### src/hw/rtl/spn_pkg.sv
// ----------------------------------------------------------------------------
// spn_pkg: shared types and constants of the next-hop search
// Request and result payloads, the link that runs along the cell chain, and
// the control word that the sequencer broadcasts to every cell.
// ----------------------------------------------------------------------------
package spn_pkg;

  localparam int unsigned JID_W  = 4;
  localparam int unsigned COST_W = 16;

  localparam logic [COST_W-1:0] NO_ROAD   = 16'hFFFF;
  localparam logic [COST_W-1:0] RSU_RESET = 16'h0008;

  // Request kinds
  localparam logic REQ_WRITE = 1'b0;
  localparam logic REQ_QUERY = 1'b1;

  typedef logic [JID_W-1:0]  jid_t;
  typedef logic [COST_W-1:0] cost_t;

  typedef struct packed {
    logic  req_type;
    jid_t  from_junction;
    jid_t  to_junction;
    cost_t road_cost;
  } in_req_t;

  typedef struct packed {
    jid_t next_junction;
    logic found;
  } out_res_t;

  // Running minimum handed from cell to cell
  typedef struct packed {
    jid_t  idx;
    cost_t dval;
  } link_t;

  // Broadcast control from the sequencer
  typedef struct packed {
    logic  init;
    logic  settle;
    jid_t  settle_idx;
    cost_t bestd;
    logic  pick;
    jid_t  src;
    cost_t cost;
  } ctl_t;

endpackage

### src/hw/rtl/spn_cell.sv
// ----------------------------------------------------------------------------
// spn_cell: one junction of the search chain
// Holds distance, parent and visited flag of its junction. When the sweep
// token reaches it, it relaxes its road from the settled junction (or checks
// its roadside unit bit) and folds itself into the running minimum.
// ----------------------------------------------------------------------------
module spn_cell
  import spn_pkg::*;
(
  input  logic  clk_i,
  input  logic  rst_ni,
  input  jid_t  idx_i,
  input  logic  rsu_i,
  input  ctl_t  ctl_i,
  input  logic  tok_i,
  input  link_t link_i,
  output logic  tok_o,
  output link_t link_o,
  output jid_t  parent_o
);

  cost_t       dist_q, dist_d;
  jid_t        parent_q, parent_d;
  logic        done_q, done_d;
  logic        tok_q;
  link_t       link_q, link_d;
  logic [16:0] sum;
  cost_t       sat;
  logic        relax;
  logic        cand;
  cost_t       nd;

  // Saturating sum of settled distance and road cost.
  always_comb begin
    sum   = {1'b0, ctl_i.bestd} + {1'b0, ctl_i.cost};
    sat   = (sum >= {1'b0, NO_ROAD}) ? NO_ROAD : sum[15:0];
    relax = tok_i && !ctl_i.pick && !done_q && (ctl_i.cost != NO_ROAD) && (sat < dist_q);
    nd    = relax ? sat : dist_q;
    cand  = ctl_i.pick ? rsu_i : !done_q;
  end

  // Next state of the junction and of the running minimum.
  always_comb begin
    dist_d   = dist_q;
    parent_d = parent_q;
    done_d   = done_q;
    link_d   = link_q;
    if (ctl_i.init) begin
      dist_d   = (idx_i == ctl_i.src) ? '0 : NO_ROAD;
      parent_d = ctl_i.src;
      done_d   = ctl_i.settle && (ctl_i.settle_idx == idx_i);
    end else begin
      if (ctl_i.settle && (ctl_i.settle_idx == idx_i)) begin
        done_d = 1'b1;
      end
      if (relax) begin
        dist_d   = sat;
        parent_d = ctl_i.settle_idx;
      end
    end
    if (tok_i) begin
      link_d = (cand && (nd < link_i.dval)) ? link_t'{idx: idx_i, dval: nd} : link_i;
    end
  end

  // Control flags.
  always_ff @(posedge clk_i or negedge rst_ni) begin
    if (!rst_ni) begin
      done_q <= 1'b0;
      tok_q  <= 1'b0;
    end else begin
      done_q <= done_d;
      tok_q  <= tok_i;
    end
  end

  // Payload registers.
  always_ff @(posedge clk_i) begin
    dist_q   <= dist_d;
    parent_q <= parent_d;
    link_q   <= link_d;
  end

  assign tok_o    = tok_q;
  assign link_o   = link_q;
  assign parent_o = parent_q;

endmodule

### config.mk
export PLATFORM = sky130hd
export DESIGN_NAME = spn_cell
export DESIGN_NICKNAME = d
export VERILOG_FILES = /design/src/hw/rtl/spn_pkg.sv /design/src/hw/rtl/spn_cell.sv
export SDC_FILE = /design/constraint.sdc
export NUM_CORES = 1
export LEC_CHECK = 0
export BUFFER_PORTS_ARGS = -buffer_cell sky130_fd_sc_hd__clkbuf_2
export CELL_PAD_IN_SITES_DETAIL_PLACEMENT = 0
export CELL_PAD_IN_SITES_GLOBAL_PLACEMENT = 1
export CORE_MARGIN = 2
export CORE_UTILIZATION = 40
export CTS_CLUSTER_SIZE = 8
export DETAILED_ROUTE_END_ITERATION = 10
export MAX_ROUTING_LAYER = met4
export PLACE_DENSITY = 0.86
export SLEW_MARGIN = 10
export SYNTH_ARGS = -nofsm -noshare
export SYNTH_HDL_FRONTEND = slang
export SYNTH_SLANG_ARGS = --single-unit
### constraint.sdc
create_clock -name clk_i -period 7.9 [get_ports clk_i]
set_input_delay 1.58 -clock clk_i [delete_from_list [all_inputs] [get_ports clk_i]]
set_output_delay 1.58 -clock clk_i [all_outputs]
set_load 0.02 [all_outputs]
== After elaboration in Yosys (flattened, before gate mapping) ==
Index checks and enable logic that the tools add are counted.

* Input bits: 71
* Output and inout port bits: 25
* Register bits after elaboration: 42
* Logic and storage cells: 33

* $lt $le $gt $ge: 3
* Muxes and demuxes: 10
* Equality and inequality tests: 3
* Reductions and logical operators: 10
* $add $sub $neg: 1

{| class="wikitable"
|+ Operators with widths
! cell !! count
|-
| $mux 16 || 4
|-
| $lt 16x16->1 || 2
|-
| $mux 20 || 1
|-
| $add 16x16->17 || 1
|-
| $ge 17x16->1 const B || 1
|-
| $ne 16x16->1 const B || 1
|-
| $eq 4x4->1 || 2
|-
| $mux 4 || 2
|-
| $logic_and 1x1->1 || 6
|-
| $reduce_bool 2->1 || 2
|-
| $mux 1 || 3
|-
| $logic_not 1->1 || 2
|}

== Depth between registers and ports, before layout ==
Gate-level depths: netlist (run 1).

* Depth after elaboration: 9
* Gate-level depth with buffers: 33
* Depth with buffers taken out: 28

== Worst setup path before layout (run 1) ==
Ideal clock, no wire load.

* Path kind: input to register
* Start: in ctl_i[0] (netlist bit)
* End: reg link_q (netlist bit link_o[10]) (data pin)
* Buffers on the path: 5
* Library setup time: 0.260 ns
* Arrival: 7.391 ns
* Required time: 7.640 ns
* Stages: 30
* Setup slack: 0.249 ns
* Cell sequence: ha_1 -> inv_1 -> fa_1 -> nor2b_4 -> o31a_4 -> o2111ai_2 -> a31oi_2 -> a21oi_1 -> a221o_1 -> clkbuf_1 -> clkbuf_1 -> nand2_1 -> ha_1 -> nand4_1 -> or4_1 -> a2111oi_2 -> a21oi_2 -> clkbuf_1 -> o21ai_0 -> inv_1 -> ha_1 -> a21o_1 -> a21oi_1 -> o21ai_0 -> o21ai_0 -> o2111a_1 -> o31a_1 -> buf_6 -> buf_6 -> mux2_4

* Longest elaborated chain between the ends: 9
* Elaborated cells on any way between the ends: 11
* Classes of those cells: add/sub: 1; order compare: 3; eq/ne: 1; mux: 3; reduce/logical: 3

{| class="wikitable"
|+ RTL lines
! what !! RTL line !! source
|-
| start: declaration || spn_cell.sv:14 || <nowiki>input ctl_t ctl_i,</nowiki>
|-
| $add 16x16->17 || spn_cell.sv:35 || <nowiki>sum = {1'b0, ctl_i.bestd} + {1'b0, ctl_i.cost};</nowiki>
|-
| $ge 17x16->1 || spn_cell.sv:36 || <nowiki>sat = (sum >= {1'b0, NO_ROAD}) ? NO_ROAD : sum[15:0];</nowiki>
|-
| $mux 16 || spn_cell.sv:36 ||
|-
| $lt 16x16->1 || spn_cell.sv:37 || <nowiki>relax = tok_i && !ctl_i.pick && !done_q && (ctl_i.cost != NO_ROAD) && (sat < dist_q);</nowiki>
|-
| $logic_and 1x1->1 || spn_cell.sv:37 ||
|-
| $mux 16 (*) || -- ||
|-
| $lt 16x16->1 || spn_cell.sv:62 || <nowiki>link_d = (cand && (nd < link_i.dval)) ? link_t'{idx: idx_i, dval: nd} : link_i;</nowiki>
|-
| $logic_and 1x1->1 || spn_cell.sv:62 ||
|-
| $mux 20 (*) || spn_cell.sv:62 ||
|-
| end signal: assignment || spn_cell.sv:81 || <nowiki>link_q <= link_d;</nowiki>
|-
| end: declaration || spn_cell.sv:26 || <nowiki>link_t link_q, link_d;</nowiki>
|}

Every way passes the cells marked *; elsewhere a longest branch is shown, timed or not.
A chain may end at the register's enable or synchronous reset.

== Final worst setup path (run 1) ==
* Start: in ctl_i[0] (netlist bit)
* End: reg link_q (netlist bit link_o[9]) (data pin)

The elaborated chain is that of the path after synthesis.

==> impl_metrics.py, run 1 <==
metrics = {
    "detailed_routing": {
        "drc": 0,
        "met3_length_um": 538,
        "vias": 3002,
        "routed_wl_mm": 8.28,
        "routedWlPerCell_um": 14.2,
        "first_pass_iters": 5,
        "dr.max_layer_used": "met4",
        "vias_per_cell": 5.16,
        "wl_met1_mm": 4.00,
        "ant_nets": 0,
        "drt_first_iter_violations": 145,
        "wl_met2_mm": 3.68,
    },
    "power_and_ir_drop": {
        "switching_share_pct": 34.4,
        "p_per_area_nw_per_um2": 185,
        "combPwrFrac_pct": 45.1,
        "p_int_w": 0.000524,
        "irDropWorstVdd_uv": 93.1,
        "switchingPower_w": 0.000276,
        "pwr-share-clk_pct": 20.5,
        "power_w": 0.000800,
        "leakagePower_nw": 2.09,
        "seq_power_share_pct": 34.3,
    },
    "cts": {
        "clk_latency_ns": 0.29,
        "cts_tree": "yes",
        "cts_root_buffer": "clkbuf_8",
        "cts_setup_buffers": 0,
        "clock_sinks": 42,
        "ctsHoldBuffers": 0,
        "clk_path_buf_depth": 2,
        "cts_inserted_buffers": 5,
        "cts_resized": 0,
        "clk_pin_slew_ns": 0.07,
        "htreeDepth": 2,
    },
    "placed_design": {
        "post_dp_cell_area_um2": 4200,
        "gp_congestion": 0.812,
        "hpwl_mm": 6.93,
        "placedCellCount": 574,
        "port_buffers": 95,
    },
    "final_layout": {
        "post-route-util_pct": 50.0,
        "nets": 591,
        "drive_gt1_share_pct": 34.4,
        "fill_cells": 845,
        "insertedDiodeCount": 0,
        "area.growth.synth_to_final_pct": 22.4,
        "instances_no_fill": 582,
        "design_area_um2": 4310,
    },
    "timing": {
        "max_freq_mhz": 134,
        "worst-slew-pin-transition_ns": 0.549,
        "min_period_ns": 7.44,
        "hold_violations": 0,
        "finalCritPeriodShare_pct": 94.2,
        "fin_tns_setup_ns": 0,
        "rsz0062_at_grt": "false",
        "setup_violations": 0,
        "fin_skew_ns": 0.00908,
        "slew_headroom_pct": 63.4,
        "final_max_slew_viol_count": 0,
    },
    "setup_path": {
        "worstPathRequired_ns": 7.94,
        "worstPathMaxFanout": 34,
        "criticalPathCategory": "in -> reg",
        "cp-end-kind": "flop",
        "cp.arrival_ns": 7.49,
        "critPathLaunchType": "input pin",
        "cpPeakStageDelay_ns": 0.56,
        "slowest_stage": "or4_1",
    },
    "global_routing": {
        "grt_pass1_wl_mm": 13.8,
        "first_global_vias": 3001,
        "grt_overflow": 0,
        "grt_max_degree": 35,
        "grt_usage_pct": 17.6,
        "antenna_found_initial": 0,
    },
    "die": {
        "start_util_pct": 40.8,
        "io_pins": 96,
        "core_area_um2": 8640,
        "die_y_um": 97.9,
        "std_cell_rows": 34,
        "die_area_um2": 9580,
        "die_x_um": 97.9,
    },
    "status": {
        "status": "complete, no violations",
    },
    "synthesis": {
        "syn_inst": 370,
        "ys_types": 51,
        "seq_area_frac_synth_pct": 31.0,
        "synth_flop_cell": "edfxtp_1",
        "syn_avg_cell_area_um2": 9.53,
        "yosysWarnings": 0,
        "syn_nets": 488,
        "synth_area_um2": 3520,
        "synth_seq_cells": 42,
        "ys_async_sr_fraction_pct": 4.76,
        "synth_edf_count": 24,
    },
    "run": {
        "maxCapViolCount": 0,
    },
    "min_path": {
        "hold_class": "reg -> reg",
    },
}
-- layer usage --
layer	global-route usage, %	vias up
met5	-	-
met4	3.53	0
met3	2.22	6
met2	28.0	111
met1	24.2	1324
li1	-	1561
-- state kept, by name (all words and copies together), names as in the netlist --
name      cells
tok_o         1
parent_o      4
link_o       20
dist_q       16
done_q        1
-- final timing paths --
| check | from | end | slack (ns) | depth (start not counted) |
|---|---|---|---|---|
| setup reg to reg | dist_q[13] | link_o[9] | 3.37 | 18 |
| min in group asynchronous | rst_ni | tok_o | 1.07 | 1 |
| hold / removal | done_q | done_q | 0.58 | 1 |
| setup / recovery | ctl_i[0] | link_o[9] | 0.46 | 28 |
| max in group asynchronous | rst_ni | done_q | 6.74 | 1 |
| hold reg to reg | done_q | done_q | 0.58 | 1 |
-- kinds of logic after synthesis --
family | synth area share, %
and+or+nand+nor | 12.2
AOI/OAI and AO/OA | 20.4
muxes | 8.59
DFF | 31.0
xor gates and xnor gates | 5.22
buffers and inverters | 5.64
adders and majority gates | 16.9
-- power by group through the flow --
stage	combinational, W	sequential [W]	clock [W]
3_3_place_gp	0.000353	0.000279	0
5_1_grt	0.000405	0.000277	0.000175
3_5_place_dp	0.000361	0.000279	0
2_1_floorplan	0.000231	0.000298	0
4_1_cts	0.000363	0.000275	0.000168
6_report	0.000361	0.000275	0.000164
-- critical path, delay by kind of cell --
family / cells / cell delay (ns)
multiplexers: 1 / 0.35
buffers and inverters: 5 / 0.63
AND/OR/NAND/NOR: 4 / 0.85
adder cells (fa/ha/maj): 4 / 1.09
AO/OA/AOI/OAI: 14 / 2.98
-- synthesized netlist by cell type (2+ instances only) --
cell      instances  area share (%)
a21oi_1          23             3.3
xor2_1           15             3.7
nor3_1            5            0.71
clkbuf_1         11             1.2
mux2_2           14             4.5
o21ai_0          18             2.6
nor2b_1           4            0.71
a21bo_2          15             4.3
buf_6             2            0.64
ha_1             46              16
nor4b_1           2            0.50
nor3b_1           2            0.43
dfrtp_1           2             1.4
or4_1             2            0.43
nand3_1           4            0.57
nand4_1           9             1.6
a211oi_1          5             1.1
o21a_1            2            0.43
nand2b_1          3            0.53
dfxtp_1          16             9.1
xnor2_1           6             1.5
nor2_1           21             2.2
edfxtp_1         24              20
a31oi_1          15             2.7
mux2_4            9             3.8
a21o_1            6             1.3
nand2_1          27             2.9
inv_1            36             3.8
o211ai_1          4            0.85
-- cell usage in the layout, fill, tap and decap left out, drive strengths merged, types with 5 or more instances in the layout --
master / n
o21ai: 18
xnor2: 6
a21o: 6
clkbuf: 101
inv: 36
a31oi: 16
nand2: 27
buf: 14
a21oi: 24
nor2b: 5
edfxtp: 24
nor2: 21
nor3: 5
nand4: 9
mux2: 23
dfxtp: 16
ha: 46
a211oi: 5
xor2: 15
a21bo: 15
-- per-stage QoR --
stage,hold slack [ns],worst slack [ns]
4_1_cts,0.583,0.270
5_1_grt,0.607,0.0109
2_1_floorplan,0.488,0.249
3_5_place_dp,0.558,-0.0417
6_report,0.579,0.458
3_3_place_gp,0.551,0.132
-- cell type report --
cell class / instances / area (um^2) / area share, %
Sequential cell: 42 / 1090 / 25.3
Timing Repair Buffer: 109 / 606 / 14.0
Tap cell: 108 / 135 / 3.13
Clock inverter: 2 / 33.8 / 0.783
Multi-Input combinational cell: 279 / 2240 / 51.9
Inverter: 36 / 135 / 3.13
Clock buffer: 6 / 72.6 / 1.68
Note: power is estimated with default switching activity, not from simulation.
==> run 2: changes to the inputs <==
Settings changed: ABC_AREA set to 1, PLACE_DENSITY 0.86 to 0.9, REMOVE_ABC_BUFFERS set to 1.
==> run 2 against run 1 <==
  * Critical path depth is 5 higher
  * Largest power group unchanged
  * Sequential power increased by 2%
  * First-iteration DRC count unchanged
  * Final area is 0.12% lower
  * Non-clock buffer count shrank 10
  * Synthesized cell count rose by 34%
  * Count of clock-buffer cells in the layout decreased by 1
  * Die area grew 2.0%
==> impl_metrics.py, run 2 <==
metrics = {
    "status": {
        "status": "complete, no violations",
    },
    "setup_path": {
        "ff2ff_setup_slack_ns": 3.80,
        "worstPathRequired_ns": 7.95,
        "cpPeakStageDelay_ns": 0.48,
        "critPathLaunchType": "input pin",
        "criticalPathCategory": "in -> reg",
        "cp-end-kind": "flop",
        "slowest_stage": "nand2_1",
        "worstPathMaxFanout": 20,
        "cp.arrival_ns": 7.25,
        "cp_common_cell": "nand2_1",
    },
    "synthesis": {
        "synth.top_cell.area_share_pct": 20.0,
        "yosysWarnings": 0,
        "seq_area_frac_synth_pct": 30.3,
        "synth_area_um2": 3600,
        "synth_edf_count": 24,
        "yosys-top-cells-area": "edfxtp_1 (20%), nand2_1 (17%), ha_1 (16%), dfxtp_1 (8.9%), inv_1 (7.0%)",
        "synth_seq_cells": 42,
        "ys_types": 38,
        "syn_inst": 497,
        "synth_top_cell_by_area": "edfxtp_1",
        "synth_flop_cell": "edfxtp_1",
        "syn_avg_cell_area_um2": 7.24,
        "yosys-top-cells-count": "nand2_1 (165), inv_1 (67), ha_1 (46), nand3_1 (31), a21oi_1 (26)",
        "ys_async_sr_fraction_pct": 4.76,
        "yosysMostFrequentCell": "nand2_1",
    },
    "timing": {
        "final_max_slew_viol_count": 0,
        "rsz0062_at_grt": "false",
        "timing.final.ws_setup_ns": 0.698,
        "finalCritPeriodShare_pct": 91.2,
        "slew_headroom_pct": 54.0,
        "fin_tns_setup_ns": 0,
        "max_freq_mhz": 139,
        "hold_violations": 0,
        "fin_skew_ns": 0.00857,
        "worst-slew-pin-transition_ns": 0.688,
        "min_period_ns": 7.20,
        "setup_violations": 0,
        "timing.hold.ws_ns": 0.521,
    },
    "detailed_routing": {
        "ant_nets": 0,
        "first_pass_iters": 4,
        "vias": 3424,
        "routed_wl_mm": 8.64,
        "drc": 0,
        "vias_per_cell": 4.88,
        "drt_first_iter_violations": 145,
        "routedWlPerCell_um": 12.3,
    },
    "cts": {
        "clk_pin_slew_ns": 0.08,
        "cts_root_buffer": "clkbuf_8",
        "cts_inserted_buffers": 5,
        "cts_tree": "yes",
        "clock_sinks": 42,
        "cts_setup_buffers": 0,
        "htreeDepth": 2,
        "cts_resized": 0,
        "clk_path_buf_depth": 2,
        "ctsHoldBuffers": 0,
        "clk_latency_ns": 0.29,
    },
    "run": {
        "maxCapViolCount": 0,
    },
    "global_routing": {
        "grt_overflow": 0,
        "grt_max_degree": 23,
        "grt_usage_pct": 18.0,
        "grt_pass1_wl_mm": 14.2,
        "first_global_vias": 3102,
        "antenna_found_initial": 0,
    },
    "min_path": {
        "hold_class": "reg -> reg",
    },
    "final_layout": {
        "post-route-util_pct": 49.4,
        "drive_gt1_share_pct": 21.8,
        "insertedDiodeCount": 0,
        "largest_reg_flops": 20,
        "design_area_um2": 4310,
        "area.growth.synth_to_final_pct": 19.8,
        "final_cell_mix": "nand2_1 (165), clkbuf_2 (95), inv_1 (67), ha_1 (46), nand3_1 (31)",
        "fill_cells": 871,
        "nets": 710,
        "layout_commonest_cell": "nand2_1",
    },
    "die": {
        "io_pins": 96,
        "die_x_um": 98.8,
        "die_area_um2": 9770,
        "core_area_um2": 8720,
        "start_util_pct": 41.2,
        "std_cell_rows": 34,
        "die_y_um": 98.8,
    },
    "placed_design": {
        "port_buffers": 95,
        "dp_slack_ns": 0.431,
        "post_dp_cell_area_um2": 4200,
        "gp_congestion": 0.928,
        "hpwl_mm": 7.15,
    },
    "power_and_ir_drop": {
        "leakagePower_nw": 2.38,
        "irDropWorstVdd_uv": 84.1,
        "p_per_area_nw_per_um2": 191,
    },
}
-- run 2: worst paths after layout --
check                                from  cells after the start    endpoint
max in group asynchronous          rst_ni                      1      done_q
worst max-delay path             ctl_i[0]                     33  link_o[15]
min in group asynchronous          rst_ni                      1       tok_o
worst min-delay path               done_q                      1      done_q
worst max register to register  dist_q[9]                     17  link_o[15]
worst min register to register     done_q                      1      done_q
-- run 2: report_power, final --
group,switching [W],internal [W],total [W]
Combinational,0.000236,0.000138,0.000375
Clock,0.0000746,0.0000931,0.000168
Sequential,0.00000976,0.000271,0.000281
-- run 2: area by class of cell --
type | instances | area, um^2 | share of cell area [%]
repair buffers | 99 | 505 | 11.7
multi-input cells | 374 | 2210 | 51.2
flip-flops and latches | 42 | 1090 | 25.3
well taps | 108 | 135 | 3.14
clock buffers | 5 | 68.8 | 1.60
clock inverters | 3 | 40.0 | 0.929
inverters | 70 | 263 | 6.10
-- run 2: stage by stage --
step | power [W] | std cells
after floorplan | 0.000550 | 486
after global placement | 0.000652 | 693
after detailed placement | 0.000661 | 693
after CTS | 0.000828 | 701
after global routing | 0.000891 | 701
final | 0.000823 | 701
-- run 2: worst max-delay path, delay by kind of cell --
family	cells	cell delay, ns
xor gates and xnor gates	1	0.20
and+or+nand+nor	16	2.37
adders and majority gates	4	1.08
AOI/OAI and AO/OA	7	1.19
buffers and inverters	5	0.83
-- run 2: metal layers --
metal  share of wire, %  vias to the layer above  global-route usage (%)
met5                  0                        -                       -
met4               0.61                        0                    3.48
met3                6.3                        4                    2.55
met2                 45                      110                    29.3
met1                 48                     1491                    24.2
li1                   -                     1819                       -
-- run 2: kinds of logic after synthesis --
| logic type | share of synthesized area, % |
|---|---|
| fa+ha+maj | 16.6 |
| buf+inv | 8.73 |
| compound gates | 11.3 |
| simple gates | 28.2 |
| flops | 30.3 |
| xor+xnor | 4.87 |
==> run 3: changes to the inputs <==
Settings changed: CAP_MARGIN set to 10, CORE_UTILIZATION 40 to 41, PLACE_DENSITY 0.9 to 0.92.
==> run 3 against run 2 <==
  * Worst setup slack gained 0.083 ns
  * Clock power grew 5%
  * Final area grew 0.15%
  * Sequential share of layout area is essentially flat
  * Combinational power is essentially flat
  * Count of clock-buffer cells in the layout grew 2
  * Clock skew shrank 0.00074 ns
  * Total power grew 0.60%
  * Sequential cell count is the same
  * Maximum frequency grew 1.2%
  * Routed wire length shrank 3.5%
  * Critical endpoint is now link_o[16]
==> impl_metrics.py, run 3 (synthesis gave the netlist of run 2 again) <==
metrics = {
    "final_layout": {
        "fill_cells": 854,
        "area.growth.synth_to_final_pct": 20.0,
        "insertedDiodeCount": 0,
        "final_cell_mix": "nand2_1 (164), clkbuf_2 (95), inv_1 (66), ha_1 (46), nand3_1 (31)",
        "instances_no_fill": 700,
        "nets": 709,
        "drive_gt1_share_pct": 21.8,
        "largest_reg_flops": 20,
        "layout_commonest_cell": "nand2_1",
    },
    "detailed_routing": {
        "vias_per_cell": 4.94,
        "drc": 0,
        "routed_wl_mm": 8.34,
        "routedWlPerCell_um": 11.9,
        "ant_nets": 0,
        "vias": 3458,
        "drt_first_iter_violations": 126,
        "first_pass_iters": 4,
    },
    "setup_path": {
        "cp-end-kind": "flop",
        "critPathLaunchType": "input pin",
        "worstPathRequired_ns": 7.95,
        "crit_family": "simple AND/OR/NAND/NOR gates",
        "crit_buf_inv": 5,
        "worstPathMaxFanout": 20,
        "cp.arrival_ns": 7.16,
        "cp_common_cell": "nand2_1",
        "cpPeakStageDelay_ns": 0.38,
        "slowest_stage": "fa_1",
        "criticalPathCategory": "in -> reg",
    },
    "cts": {
        "clk_pin_slew_ns": 0.08,
        "clk_latency_ns": 0.29,
        "clock_sinks": 42,
        "cts_inserted_buffers": 5,
        "htreeDepth": 2,
        "cts_tree": "yes",
        "clk_path_buf_depth": 2,
        "cts_root_buffer": "clkbuf_8",
    },
    "die": {
        "die_y_um": 97.7,
        "core_area_um2": 8590,
        "std_cell_rows": 34,
        "start_util_pct": 41.9,
        "die_x_um": 97.7,
        "die_area_um2": 9540,
        "io_pins": 96,
    },
    "timing": {
        "min_period_ns": 7.12,
        "final_max_slew_viol_count": 0,
        "slew_headroom_pct": 59.3,
        "worst-slew-pin-transition_ns": 0.610,
        "rsz0062_at_grt": "false",
        "hold_violations": 0,
        "fin_skew_ns": 0.00783,
        "finalCritPeriodShare_pct": 90.1,
        "setup_violations": 0,
        "fin_tns_setup_ns": 0,
        "max_freq_mhz": 140,
    },
    "min_path": {
        "hold_class": "reg -> reg",
    },
    "global_routing": {
        "antenna_found_initial": 0,
        "grt_usage_pct": 18.2,
        "grt_max_degree": 23,
        "first_global_vias": 3232,
        "grt_pass1_wl_mm": 14.2,
        "grt_overflow": 0,
    },
    "power_and_ir_drop": {
        "p_per_area_nw_per_um2": 192,
        "leakagePower_nw": 2.37,
        "irDropWorstVdd_uv": 92.1,
    },
    "placed_design": {
        "placedCellCount": 692,
        "hpwl_mm": 6.97,
        "gp_congestion": 0.916,
        "port_buffers": 95,
    },
    "status": {
        "status": "complete, no violations",
    },
    "run": {
        "maxCapViolCount": 0,
    },
}
==> run 3: per-layer routing <==
metal,vias to the layer above,wire [um],track usage (%)
li1,1817,-,-
met5,-,0,-
met4,0,148,6.20
met2,93,3780,29.1
met3,13,406,2.73
met1,1535,4000,23.6
==> run 3: area by class of cell <==
class | count | area (um^2) | share of cell area (%)
well taps | 108 | 135 | 3.13
clock buffers | 7 | 86.3 | 2.00
inverters | 70 | 267 | 6.18
flip-flops and latches | 42 | 1090 | 25.3
clock inverters | 1 | 30.0 | 0.696
multi-input cells | 374 | 2210 | 51.2
repair buffers | 98 | 498 | 11.5
==> run 3: final timing paths <==
| path | start | end | slack (ns) | cells after the start |
|---|---|---|---|---|
| max in group asynchronous | rst_ni | done_q | 6.75 | 1 |
| min in group asynchronous | rst_ni | tok_o | 1.06 | 1 |
| worst min register to register | done_q | done_q | 0.52 | 1 |
| worst max register to register | dist_q[13] | link_o[16] | 3.94 | 19 |
| worst max-delay path | ctl_i[0] | link_o[16] | 0.78 | 32 |
| worst min-delay path | done_q | done_q | 0.52 | 1 |
==> run 3: what timing repair did <==
item	CTS	global route
hold buffers	0	0
setup buffers	0	0
setup endpoints to repair	0	20
gates resized for setup	0	2
==> run 3: through the flow <==
stage	hold WS, ns	setup slack (ns)	power, W	util [%]	cell area, um^2
after floorplan	0.467	-0.510	0.000550	-	3550
final	0.516	0.782	0.000828	50.2	4320
after global routing	0.562	0.191	0.000898	50.2	4320
after global placement	0.503	0.535	0.000646	48.8	4190
after CTS	0.523	0.561	0.000833	50.1	4310
after detailed placement	0.505	0.253	0.000656	48.8	4190
==> run 3: power by group <==
group / internal [W] / switching (W) / leakage [nW]
registers: 0.000271 / 0.00000987 / 0.398
clock network: 0.000103 / 0.0000724 / 0.0585
logic: 0.000138 / 0.000234 / 1.91
total: 0.000512 / 0.000316 / 2.37
